$ cat config.mk
export PLATFORM = sky130hd
export DESIGN_NAME = dense_shortest_path_unit_flat
export DESIGN_NICKNAME = d
export VERILOG_FILES = /design/src/rtl/dsp_pkg.sv /design/src/rtl/dsp_in_if.sv /design/src/rtl/dsp_out_if.sv /design/src/rtl/dsp_weight_ram.sv /design/src/rtl/dsp_seq.sv /design/src/rtl/dsp_datapath.sv /design/src/rtl/dense_shortest_path_unit.sv /design/src/flat_wrapper.sv
export SDC_FILE = /design/constraint.sdc
export NUM_CORES = 2
export LEC_CHECK = 0
export BUFFER_PORTS_ARGS = -buffer_cell sky130_fd_sc_hd__clkbuf_2
export CAP_MARGIN = 0
export CORE_MARGIN = 2
export CORE_UTILIZATION = 35
export DETAILED_ROUTE_END_ITERATION = 6
export GPL_ROUTABILITY_DRIVEN = 0
export PLACE_DENSITY_LB_ADDON = 0.1
export SLEW_MARGIN = 10
export SYNTH_ARGS = -nofsm -noshare
export SYNTH_HDL_FRONTEND = slang
export SYNTH_HIERARCHICAL = 1
export SYNTH_SLANG_ARGS = --single-unit
$ cat constraint.sdc
create_clock -name clk -period 7.7 [get_ports clk]
set_input_delay 0.385 -clock clk [delete_from_list [all_inputs] [get_ports clk]]
set_output_delay 0.385 -clock clk [all_outputs]
set_load 0.01 [all_outputs]
$ cat src/rtl/dsp_pkg.sv
package dsp_pkg;

  // Graph size and weight precision.
  localparam int NUM_VERTICES = 16;
  localparam int WEIGHT_BITS  = 8;

  // Fixed widths of the transaction fields.
  localparam int IDX_BITS    = 4;
  localparam int EDGE_BITS   = 8;
  localparam int DIST_BITS   = 12;

  // Derived widths.
  localparam int VTX_BITS  = $clog2(NUM_VERTICES);
  localparam int ADDR_BITS = $clog2(NUM_VERTICES * NUM_VERTICES);
  localparam int SUM_BITS  = ((DIST_BITS > WEIGHT_BITS) ? DIST_BITS : WEIGHT_BITS) + 1;

  localparam logic [DIST_BITS-1:0] DIST_NONE  = '1;
  localparam logic [DIST_BITS-1:0] DIST_SAT   = DIST_NONE - DIST_BITS'(1);
  localparam logic [VTX_BITS-1:0]  VTX_LAST   = VTX_BITS'(NUM_VERTICES - 1);
  localparam logic [VTX_BITS-1:0]  ROUND_LAST = VTX_BITS'(NUM_VERTICES - 2);

  // Microprogram steps.
  typedef enum logic [2:0] {
    STEP_IDLE,
    STEP_INIT,
    STEP_SCAN,
    STEP_MARK,
    STEP_RELAX,
    STEP_NEXT,
    STEP_EMIT
  } step_t;

  // Jump conditions.
  typedef enum logic [2:0] {
    COND_NEVER,
    COND_IN_LAST,
    COND_CNT_LAST,
    COND_BEST_NONE,
    COND_ROUND_MORE,
    COND_EMIT_LAST
  } cond_t;

  // One control word of the microprogram.
  typedef struct packed {
    logic  in_rdy;
    logic  init;
    logic  scan;
    logic  mark;
    logic  relax;
    logic  next_round;
    logic  emit;
    cond_t cond;
    step_t target;
    step_t next;
  } ucode_t;

  // Status flags that the jump conditions test.
  typedef struct packed {
    logic in_last;
    logic cnt_last;
    logic best_none;
    logic round_more;
    logic emit_last;
  } status_t;

  // Control store: one word per step.
  function automatic ucode_t ucode_rom(step_t pc);
    ucode_t w;
    w        = '0;
    w.cond   = COND_NEVER;
    w.target = STEP_IDLE;
    w.next   = STEP_IDLE;
    unique case (pc)
      STEP_IDLE: begin
        w.in_rdy = 1'b1;
        w.cond   = COND_IN_LAST;
        w.target = STEP_INIT;
        w.next   = STEP_IDLE;
      end
      STEP_INIT: begin
        w.init = 1'b1;
        w.next = STEP_SCAN;
      end
      STEP_SCAN: begin
        w.scan   = 1'b1;
        w.cond   = COND_CNT_LAST;
        w.target = STEP_MARK;
        w.next   = STEP_SCAN;
      end
      STEP_MARK: begin
        w.mark   = 1'b1;
        w.cond   = COND_BEST_NONE;
        w.target = STEP_NEXT;
        w.next   = STEP_RELAX;
      end
      STEP_RELAX: begin
        w.relax  = 1'b1;
        w.cond   = COND_CNT_LAST;
        w.target = STEP_NEXT;
        w.next   = STEP_RELAX;
      end
      STEP_NEXT: begin
        w.next_round = 1'b1;
        w.cond       = COND_ROUND_MORE;
        w.target     = STEP_SCAN;
        w.next       = STEP_EMIT;
      end
      STEP_EMIT: begin
        w.emit   = 1'b1;
        w.cond   = COND_EMIT_LAST;
        w.target = STEP_IDLE;
        w.next   = STEP_EMIT;
      end
      default: begin
        w.next = STEP_IDLE;
      end
    endcase
    return w;
  endfunction

endpackage

$ cat src/rtl/dsp_in_if.sv
interface dsp_in_if;
  logic                          valid;
  logic                          ready;
  logic [dsp_pkg::IDX_BITS-1:0]  from_vertex;
  logic [dsp_pkg::IDX_BITS-1:0]  to_vertex;
  logic [dsp_pkg::EDGE_BITS-1:0] edge_weight;
  logic                          last_entry;

  modport source(output valid, from_vertex, to_vertex, edge_weight, last_entry,
                 input ready);
  modport sink(input valid, from_vertex, to_vertex, edge_weight, last_entry,
               output ready);
endinterface

$ cat src/rtl/dsp_out_if.sv
interface dsp_out_if;
  logic                          valid;
  logic                          ready;
  logic [dsp_pkg::IDX_BITS-1:0]  vertex_index;
  logic [dsp_pkg::DIST_BITS-1:0] distance;
  logic                          reachable;
  logic                          last_result;

  modport source(output valid, vertex_index, distance, reachable, last_result,
                 input ready);
  modport sink(input valid, vertex_index, distance, reachable, last_result,
               output ready);
endinterface

$ cat src/rtl/dsp_weight_ram.sv
module dsp_weight_ram (
  input  logic                            clk,
  input  logic                            we,
  input  logic [dsp_pkg::ADDR_BITS-1:0]   waddr,
  input  logic [dsp_pkg::WEIGHT_BITS-1:0] wdata,
  input  logic                            re,
  input  logic [dsp_pkg::ADDR_BITS-1:0]   raddr,
  output logic [dsp_pkg::WEIGHT_BITS-1:0] rdata_r
);

  logic [dsp_pkg::WEIGHT_BITS-1:0] mem [dsp_pkg::NUM_VERTICES * dsp_pkg::NUM_VERTICES];

  // Write port.
  always_ff @(posedge clk) begin
    if (we) begin
      mem[waddr] <= wdata;
    end
  end

  // Registered read port.
  always_ff @(posedge clk) begin
    if (re) begin
      rdata_r <= mem[raddr];
    end
  end

endmodule

$ cat src/rtl/dsp_seq.sv
module dsp_seq (
  input  logic             clk,
  input  logic             rst_n,
  input  dsp_pkg::status_t st,
  output dsp_pkg::ucode_t  uc
);

  dsp_pkg::step_t pc_r;
  dsp_pkg::step_t pc_nxt;
  logic           hit;

  // Step register.
  always_ff @(posedge clk) begin
    if (!rst_n) begin
      pc_r <= dsp_pkg::STEP_IDLE;
    end else begin
      pc_r <= pc_nxt;
    end
  end

  // Control word fetch, condition test and next step.
  always_comb begin
    uc = dsp_pkg::ucode_rom(pc_r);
    unique case (uc.cond)
      dsp_pkg::COND_NEVER:      hit = 1'b0;
      dsp_pkg::COND_IN_LAST:    hit = st.in_last;
      dsp_pkg::COND_CNT_LAST:   hit = st.cnt_last;
      dsp_pkg::COND_BEST_NONE:  hit = st.best_none;
      dsp_pkg::COND_ROUND_MORE: hit = st.round_more;
      dsp_pkg::COND_EMIT_LAST:  hit = st.emit_last;
      default:                  hit = 1'b0;
    endcase
    pc_nxt = hit ? uc.target : uc.next;
  end

endmodule

$ cat src/rtl/dsp_datapath.sv
module dsp_datapath (
  input  logic                            clk,
  input  logic                            rst_n,
  input  dsp_pkg::ucode_t                 uc,
  input  logic                            in_last,
  input  logic [dsp_pkg::IDX_BITS-1:0]    src,
  input  logic [dsp_pkg::WEIGHT_BITS-1:0] rd_q,
  output logic                            rd_en,
  output logic [dsp_pkg::ADDR_BITS-1:0]   rd_addr,
  output dsp_pkg::status_t                st,
  dsp_out_if.source                       out_ch
);

  logic [dsp_pkg::DIST_BITS-1:0]    dist_r [dsp_pkg::NUM_VERTICES];
  logic [dsp_pkg::NUM_VERTICES-1:0] visited_r;
  logic [dsp_pkg::VTX_BITS-1:0]     cnt_r;
  logic [dsp_pkg::VTX_BITS-1:0]     round_r;
  logic [dsp_pkg::DIST_BITS-1:0]    best_r;
  logic [dsp_pkg::VTX_BITS-1:0]     best_idx_r;
  logic                             pend_r;
  logic [dsp_pkg::VTX_BITS-1:0]     vd_r;

  logic                             out_valid_r;
  logic [dsp_pkg::IDX_BITS-1:0]     out_idx_r;
  logic [dsp_pkg::DIST_BITS-1:0]    out_dist_r;
  logic                             out_reach_r;
  logic                             out_last_r;

  logic [dsp_pkg::VTX_BITS-1:0]     rd_idx;
  logic [dsp_pkg::DIST_BITS-1:0]    rd_d;
  logic [dsp_pkg::SUM_BITS-1:0]     sum;
  logic [dsp_pkg::DIST_BITS-1:0]    sat;
  logic                             relax_upd;
  logic                             emit_load;
  logic                             cnt_adv;
  logic                             cnt_last;
  logic                             src_ok;

  // Single read of the distance store: the pending relaxation target, else the counter.
  assign rd_idx = pend_r ? vd_r : cnt_r;
  assign rd_d   = dist_r[rd_idx];

  // Weight fetch for the row of the selected vertex.
  assign rd_en   = uc.relax;
  assign rd_addr = dsp_pkg::ADDR_BITS'(int'(best_idx_r) * dsp_pkg::NUM_VERTICES + int'(cnt_r));

  // Relaxation of one out-edge, in the cycle after its weight was fetched.
  assign sum = dsp_pkg::SUM_BITS'(best_r) + dsp_pkg::SUM_BITS'(rd_q);
  assign sat = (sum > dsp_pkg::SUM_BITS'(dsp_pkg::DIST_SAT)) ? dsp_pkg::DIST_SAT
                                                             : dsp_pkg::DIST_BITS'(sum);
  assign relax_upd = pend_r && !visited_r[vd_r] && (rd_q != '0) && (sat < rd_d);

  // Counter control.
  assign cnt_last  = (cnt_r == dsp_pkg::VTX_LAST);
  assign emit_load = uc.emit && (!out_valid_r || out_ch.ready);
  assign cnt_adv   = uc.scan || uc.relax || emit_load;
  assign src_ok    = int'(src) < dsp_pkg::NUM_VERTICES;

  // Status for the sequencer.
  assign st.in_last    = in_last;
  assign st.cnt_last   = cnt_last;
  assign st.best_none  = (best_r == dsp_pkg::DIST_NONE);
  assign st.round_more = (round_r != dsp_pkg::ROUND_LAST);
  assign st.emit_last  = emit_load && cnt_last;

  // Control state and distance store.
  always_ff @(posedge clk) begin
    if (!rst_n) begin
      cnt_r       <= '0;
      round_r     <= '0;
      pend_r      <= 1'b0;
      visited_r   <= '0;
      out_valid_r <= 1'b0;
      for (int v = 0; v < dsp_pkg::NUM_VERTICES; v++) begin
        dist_r[v] <= dsp_pkg::DIST_NONE;
      end
    end else begin
      pend_r <= uc.relax;
      if (cnt_adv) begin
        cnt_r <= cnt_last ? '0 : cnt_r + dsp_pkg::VTX_BITS'(1);
      end

      // Run start: distances unreachable except the source, nothing visited.
      if (uc.init) begin
        cnt_r     <= '0;
        round_r   <= '0;
        visited_r <= '0;
        for (int v = 0; v < dsp_pkg::NUM_VERTICES; v++) begin
          if (src_ok && (dsp_pkg::VTX_BITS'(src) == dsp_pkg::VTX_BITS'(v))) begin
            dist_r[v] <= '0;
          end else begin
            dist_r[v] <= dsp_pkg::DIST_NONE;
          end
        end
      end

      if (uc.mark) begin
        visited_r[best_idx_r] <= 1'b1;
      end

      if (relax_upd) begin
        dist_r[vd_r] <= sat;
      end

      if (uc.next_round) begin
        round_r <= round_r + dsp_pkg::VTX_BITS'(1);
      end

      // Output register: a new load refills, else a taken transaction clears.
      if (emit_load) begin
        out_valid_r <= 1'b1;
      end else if (out_valid_r && out_ch.ready) begin
        out_valid_r <= 1'b0;
      end
    end
  end

  // Selection and payload registers.
  always_ff @(posedge clk) begin
    if (uc.relax) begin
      vd_r <= cnt_r;
    end
    if (uc.init || uc.next_round) begin
      best_r     <= dsp_pkg::DIST_NONE;
      best_idx_r <= '0;
    end else if (uc.scan && !visited_r[cnt_r] && (rd_d <= best_r)) begin
      // Less-or-equal keeps the highest index on ties.
      best_r     <= rd_d;
      best_idx_r <= cnt_r;
    end
    if (emit_load) begin
      out_idx_r   <= dsp_pkg::IDX_BITS'(cnt_r);
      out_dist_r  <= rd_d;
      out_reach_r <= (rd_d != dsp_pkg::DIST_NONE);
      out_last_r  <= cnt_last;
    end
  end

  assign out_ch.valid        = out_valid_r;
  assign out_ch.vertex_index = out_idx_r;
  assign out_ch.distance     = out_dist_r;
  assign out_ch.reachable    = out_reach_r;
  assign out_ch.last_result  = out_last_r;

endmodule

$ cat src/rtl/dense_shortest_path_unit.sv
// Loading: one matrix entry transaction per cycle while idle; an entry without the last flag gives
// no result. The last entry starts a run of rounds: each round scans the distance store one vertex
// a cycle, then marks the selected vertex and, if it is reachable, relaxes one out-edge a cycle
// through the weight RAM read port. Then N results leave at one per cycle as the sink takes them.
// Reset (synchronous, active low) clears the sequencer, source to 0 and distances to all ones;
// the weight RAM is not cleared.
module dense_shortest_path_unit (
  input  logic                         clk,
  input  logic                         rst_n,
  dsp_in_if.sink                       in_ch,
  dsp_out_if.source                    out_ch,
  input  logic                         cfg_we,
  input  logic [dsp_pkg::IDX_BITS-1:0] cfg_data
);

  dsp_pkg::ucode_t                 uc;
  dsp_pkg::status_t                st;
  logic [dsp_pkg::IDX_BITS-1:0]    src_r;
  logic                            in_acc;
  logic                            in_range;
  logic                            wr_en;
  logic [dsp_pkg::ADDR_BITS-1:0]   wr_addr;
  logic                            rd_en;
  logic [dsp_pkg::ADDR_BITS-1:0]   rd_addr;
  logic [dsp_pkg::WEIGHT_BITS-1:0] rd_q;

  // Source vertex register.
  always_ff @(posedge clk) begin
    if (!rst_n) begin
      src_r <= '0;
    end else if (cfg_we) begin
      src_r <= cfg_data;
    end
  end

  // Input transaction: store the entry when its row and column are in range.
  assign in_ch.ready = uc.in_rdy;
  assign in_acc      = in_ch.valid && in_ch.ready;
  assign in_range    = (int'(in_ch.from_vertex) < dsp_pkg::NUM_VERTICES) &&
                       (int'(in_ch.to_vertex) < dsp_pkg::NUM_VERTICES);
  assign wr_en       = in_acc && in_range;
  assign wr_addr     = dsp_pkg::ADDR_BITS'(int'(in_ch.from_vertex) * dsp_pkg::NUM_VERTICES +
                                           int'(in_ch.to_vertex));

  dsp_seq u_seq (
    .clk   (clk),
    .rst_n (rst_n),
    .st    (st),
    .uc    (uc)
  );

  dsp_weight_ram u_ram (
    .clk     (clk),
    .we      (wr_en),
    .waddr   (wr_addr),
    .wdata   (dsp_pkg::WEIGHT_BITS'(in_ch.edge_weight)),
    .re      (rd_en),
    .raddr   (rd_addr),
    .rdata_r (rd_q)
  );

  dsp_datapath u_dp (
    .clk     (clk),
    .rst_n   (rst_n),
    .uc      (uc),
    .in_last (in_acc && in_ch.last_entry),
    .src     (src_r),
    .rd_q    (rd_q),
    .rd_en   (rd_en),
    .rd_addr (rd_addr),
    .st      (st),
    .out_ch  (out_ch)
  );

endmodule
$ cat src/flat_wrapper.sv
// flat-port wrapper written by rule: the top's interface ports become plain ports
module dense_shortest_path_unit_flat 
  (clk, rst_n, cfg_we, cfg_data, in_ch_valid, in_ch_from_vertex, in_ch_to_vertex, in_ch_edge_weight, in_ch_last_entry, in_ch_ready, out_ch_valid, out_ch_vertex_index, out_ch_distance, out_ch_reachable, out_ch_last_result, out_ch_ready);
  dsp_in_if in_ch_i ();
  dsp_out_if out_ch_i ();
  input  logic clk;
  input  logic rst_n;
  input  logic cfg_we;
  input  logic [dsp_pkg::IDX_BITS-1:0] cfg_data;
  input wire logic [$bits(in_ch_i.valid)-1:0] in_ch_valid;
  input wire logic [$bits(in_ch_i.from_vertex)-1:0] in_ch_from_vertex;
  input wire logic [$bits(in_ch_i.to_vertex)-1:0] in_ch_to_vertex;
  input wire logic [$bits(in_ch_i.edge_weight)-1:0] in_ch_edge_weight;
  input wire logic [$bits(in_ch_i.last_entry)-1:0] in_ch_last_entry;
  output wire logic [$bits(in_ch_i.ready)-1:0] in_ch_ready;
  output wire logic [$bits(out_ch_i.valid)-1:0] out_ch_valid;
  output wire logic [$bits(out_ch_i.vertex_index)-1:0] out_ch_vertex_index;
  output wire logic [$bits(out_ch_i.distance)-1:0] out_ch_distance;
  output wire logic [$bits(out_ch_i.reachable)-1:0] out_ch_reachable;
  output wire logic [$bits(out_ch_i.last_result)-1:0] out_ch_last_result;
  input wire logic [$bits(out_ch_i.ready)-1:0] out_ch_ready;
  assign in_ch_i.valid = in_ch_valid;
  assign in_ch_i.from_vertex = in_ch_from_vertex;
  assign in_ch_i.to_vertex = in_ch_to_vertex;
  assign in_ch_i.edge_weight = in_ch_edge_weight;
  assign in_ch_i.last_entry = in_ch_last_entry;
  assign in_ch_ready = in_ch_i.ready;
  assign out_ch_valid = out_ch_i.valid;
  assign out_ch_vertex_index = out_ch_i.vertex_index;
  assign out_ch_distance = out_ch_i.distance;
  assign out_ch_reachable = out_ch_i.reachable;
  assign out_ch_last_result = out_ch_i.last_result;
  assign out_ch_i.ready = out_ch_ready;
  dense_shortest_path_unit u_core (.clk(clk), .rst_n(rst_n), .in_ch(in_ch_i), .out_ch(out_ch_i), .cfg_we(cfg_we), .cfg_data(cfg_data));
endmodule
---- After elaboration in Yosys (flattened, before gate mapping) ----
Memories as Yosys holds them, arrays and structs flattened. A register that Yosys moved wholly into a read port is not among the register bits.
Cells that the tools add are included.
operators by class
  muxes and demuxes ....................... 193
  $lt $le $gt $ge ......................... 7
  $add $sub $neg .......................... 5
  reductions and logical operators ........ 27
  bitwise gates (word level) .............. 34
  equality and inequality tests ........... 30
operators with widths
  cell                                                                               count
  12-bit 2-to-1 mux                                                                  33
  1-bit 2-to-1 mux                                                                   146
  16-bit 2-to-1 mux                                                                  3
  4-bit == test, second input constant                                               9
  6-bit case mux with 6 select lines                                                 1
  1-bit OR                                                                           32
  8-bit by 4-bit adder with 8-bit output                                             2
  4-bit by 3-bit == test with 1-bit output, second input constant                    4
  4-bit 2-to-1 mux                                                                   4
  16-bit OR                                                                          1
  3-bit == test, second input constant                                               5
  4-bit by 5-bit less-than comparator with 1-bit output, second input constant       3
  12-bit by 8-bit adder with 13-bit output                                           1
  13-bit by 12-bit greater-than comparator with 1-bit output, second input constant  1
  12-bit == test, second input constant                                              1
  3-bit by 2-bit == test with 1-bit output, second input constant                    4
  12-bit less-or-equal comparator                                                    1
  12-bit less-than comparator                                                        1
  12-bit != test, second input constant                                              1
  1-bit logical AND                                                                  11
  3-bit case mux with 3 select lines                                                 1
  4-bit by 1-bit adder with 4-bit output, second input constant                      2
  1-bit binary-select mux with 4-bit select                                          2
  4-bit by 2-bit == test with 1-bit output, second input constant                    2
  other kinds (15)                                                                   25
storage, ports and cells
  memories ................................ 2
  bits of input ports ..................... 26
  memory bits (writable) .................. 2,240
  register bits after elaboration ......... 71
memory list
  memory              words  bits a word  read ports  clocked after memory_dff  write ports  RTL line              RTL
  u_core.u_ram.mem    256    8            1           1                         1            dsp_weight_ram.sv:11  logic [dsp_pkg::WEIGHT_BITS-1:0] mem [dsp_pkg::NUM_VERTICES * dsp_pkg::NUM_VERTICES];
  u_core.u_dp.dist_r  16     12           1           0                         17           dsp_datapath.sv:14    logic [dsp_pkg::DIST_BITS-1:0] dist_r [dsp_pkg::NUM_VERTICES];

---- Longest topological paths before layout ----
  word-level depth ........................ 9
  mapped depth ............................ 20
  gate-level depth less buffers ........... 18

---- Cells and area by module ----
The synthesis kept the hierarchy.
modules (own cells, without submodules)
  module                    cells each  instances  area an instance (µm²)
  dsp_weight_ram            3,733       1          79,636.4
  dsp_datapath              1,063       1          13,071.3
  dsp_seq                   44          1          289.0
  dense_shortest_path_unit  15          1          168.9

---- Worst setup path after synthesis ----
No wires, ideal clock.
  path kind ............................... register -> register
  from .................................... register u_core/u_dp/cnt_r[0] in the netlist's numbering
  to ...................................... memory u_core/u_dp/dist_r[0][0] in the netlist's numbering, enable pin
  slack ................................... 2,905 ps
  period minus slack after synthesis ...... 4,795 ps
  stages on the path, launching flop included .. 16
  data arrival time ....................... 4,448 ps
  setup time .............................. 346 ps
  path buffers ............................ 3
  path through ............................ dfxtp_1 clkbuf_1 mux2i_2 buf_2 mux4_2 a211oi_1 a21oi_1 inv_1 ha_1 a211oi_1 nor2_1 a2111oi_0 o211ai_1 clkbuf_1 nor2_1 a21o_1
RTL lines
  item                    RTL line            RTL
  from (decl)             dsp_datapath.sv:16  logic [dsp_pkg::VTX_BITS-1:0] cnt_r;
  from (signal assigned)  dsp_datapath.sv:80  cnt_r <= cnt_last ? '0 : cnt_r + dsp_pkg::VTX_BITS'(1);
  to (decl)               dsp_datapath.sv:14

==> metrics.yaml <==
drt:
  detail-route-antenna-nets: 0
  drc: 0
  first_pass_iters: 5
  totalWireLength_um: 271200
  drt-wirelength-per-cell_um: 31.15
  dr_total_vias: 48350
  via_per_inst: 5.555
  dr.first_iter.drc_count: 5087
final_layout:
  stdcell_area_um2: 105500
  final_common_cell: "edfxtp_1"
  mostFrequentLayoutCells: "edfxtp_1 (2270), mux4_2 (509), nor2_1 (359), clkbuf_16 (285), a21oi_1 (245)"
  synthToLayoutAreaGrowth_pct: 13.29
  fillers: 23830
  drive_gt1_frac: 0.2136
  final_nets: 5048
synth:
  syn_nets: 4906
  syn_area_per_cell_um2: 19.22
  netlist_area_um2: 93110
  syn_inst: 4845
  yosysWarnings: 6
pwr:
  p_int_mw: 21.52
  combinationalPowerShare: 0.075
  clkPwrFrac: 0.425
  p_leak_nw: 31.32
  peakVddDrop_v: 0.0001982
  powerDensity_nw_per_um2: 266.0
  p_switching_mw: 6.540
  switching_share: 0.2331
  pwr-share-seq: 0.500
  finalPower_mw: 28.06
sta:
  totalNegativeSetupSlack_ns: 0
  finalHoldViolations: 0
  slew_violations: 0
  rsz0062_at_grt: "false"
  setup_viol_count_final: 0
  finClkSkew_ns: 0.06403
  slew_headroom: 0.1271
  post-route-period-util: 0.7691
  clock.fmax_mhz: 168.9
  post-route-min-period_ns: 5.922
  worst_pin_slew_ns: 1.297
worst_setup_path:
  cp-end-kind: "flop"
  critical_path_class: "reg -> reg"
  arrival_ns: 6.44
  crit_required_ns: 8.22
  critPathMaxFanout: 16
  setup.worst_path.start_class: "flop"
placed_design:
  io_buffers: 45
  dp_hpwl_um: 163700
  place_area_um2: 97200
clock_tree:
  cts_inserted_buffers: 279
  cts_root_buffer: "clkbuf_16"
  cts.reportedPaths.clkPinSlew_ns: 0.05
  clock_path_buffers: 4
  ctsResizeCount: 0
  clkLatencyLatePin_ns: 0.94
  cts_tree: "yes"
  cts.sinks: 2319
  post_cts_buffers: 0
  cts_max_level: 5
outcome:
  outcome: "finished, final reports clean"
floorplan:
  rows: 189
  start_util: 0.3515
  coreArea_um2: 264900
  die_w_um: 519.8
  die_y_um: 519.8
  die_area_um2: 270200
  pin_count: 46
run:
  drv_cap: 0
global_routing:
  grt_start_max_net_pins: 141
  gr-total-overflow: 0
  grt_pass1_wl_um: 381000
  first_global_vias: 48540
  antenna_found_initial: 15
  grt_usage: 0.1982
hold_path:
  min_path_type: "in -> reg"
final cells by class:
| cell class | instances | area [um^2] | area share |
|---|---|---|---|
| Tap cell | 3533 | 4420 | 0.04191 |
| Inverter | 35 | 131.4 | 0.001245 |
| Multi-Input combinational cell | 2167 | 22120 | 0.2097 |
| Clock inverter | 113 | 711.9 | 0.006749 |
| Antenna cell | 4 | 10.01 | 0.00009489 |
| Timing Repair Buffer | 185 | 1536 | 0.01457 |
| Clock buffer | 349 | 7392 | 0.07008 |
| Sequential cell | 2319 | 69160 | 0.6557 |
metrics by stage:
step / utilization / instances / setup slack (ns) / hold slack [ns]
after global routing: 0.3983 / 8703 / 1.332 / 0.03000
after global placement: 0.3670 / 8222 / 1.863 / 0.4684
after floorplan: - / 4845 / 2.905 / 0.4515
after CTS: 0.3982 / 8701 / 1.789 / 0.009859
final: 0.3983 / 8705 / 1.778 / 0.02783
after detailed placement: 0.3670 / 8222 / 1.784 / 0.4938
flip-flops by register name, summed over array words and instances (netlist names), 8 cells and up:
| name | count |
|---|---|
| u_core/u_dp/best_r | 12 |
| u_core/u_ram/mem | 2048 |
| u_core/u_dp/dist_r | 192 |
| u_core/u_dp/visited_r | 16 |
| u_core/u_ram/rdata_r | 8 |
| u_core/u_dp/out_ch.distance | 12 |
layer usage:
metal / vias up / global-route usage / routed length (um)
met5: - / 0 / 13
met3: 300 / 0.03388 / 15280
met2: 1525 / 0.3141 / 128500
met1: 26220 / 0.2868 / 122600
met4: 2 / 0.04259 / 4722
li1: 20300 / - / -
critical path, stage by stage (launching register included):
cell and delay [ns]:
edfxtp_1 0.63, mux2i_4 0.93, mux4_2 0.59, nor2b_1 0.14
a211oi_1 0.34, a21oi_1 0.22, inv_1 0.15, ha_1 0.25
a211oi_1 0.31, nor2_1 0.09, a2111oi_0 0.34, o211ai_1 0.15
buf_4 0.24, nor2_1 0.59, a21o_1 0.54
path summary, 6_finish.rpt:
kind	startpoint	to	slack, ns	depth (start not counted)
hold / removal	in_ch_edge_weight[5]	u_core/u_ram/mem[90][5]	0.03	1
hold reg to reg	u_core/u_dp/round_r[3]	u_core/u_dp/round_r[3]	0.51	1
setup / recovery	u_core/u_dp/vd_r[0]	u_core/u_dp/dist_r[2][5]	1.78	14
setup reg to reg	u_core/u_dp/vd_r[0]	u_core/u_dp/dist_r[2][5]	1.78	14
power groups by stage:
stage | logic, mW | registers, mW | clock network [mW]
2_1_floorplan | 1.23 | 14.2 | 0
3_3_place_gp | 2.10 | 14.3 | 0
3_5_place_dp | 2.10 | 14.3 | 0
4_1_cts | 2.11 | 14.0 | 12.3
5_1_grt | 2.25 | 14.0 | 12.7
6_report | 2.11 | 14.0 | 11.9
repair_timing:
item | 4_1_cts | 5_1_grt
hold endpoints to repair | 71 | 0
endpoints found under the setup margin | 0 | 0
hold buffers | 17 | 0
Power figures use the tool's default switching activity.
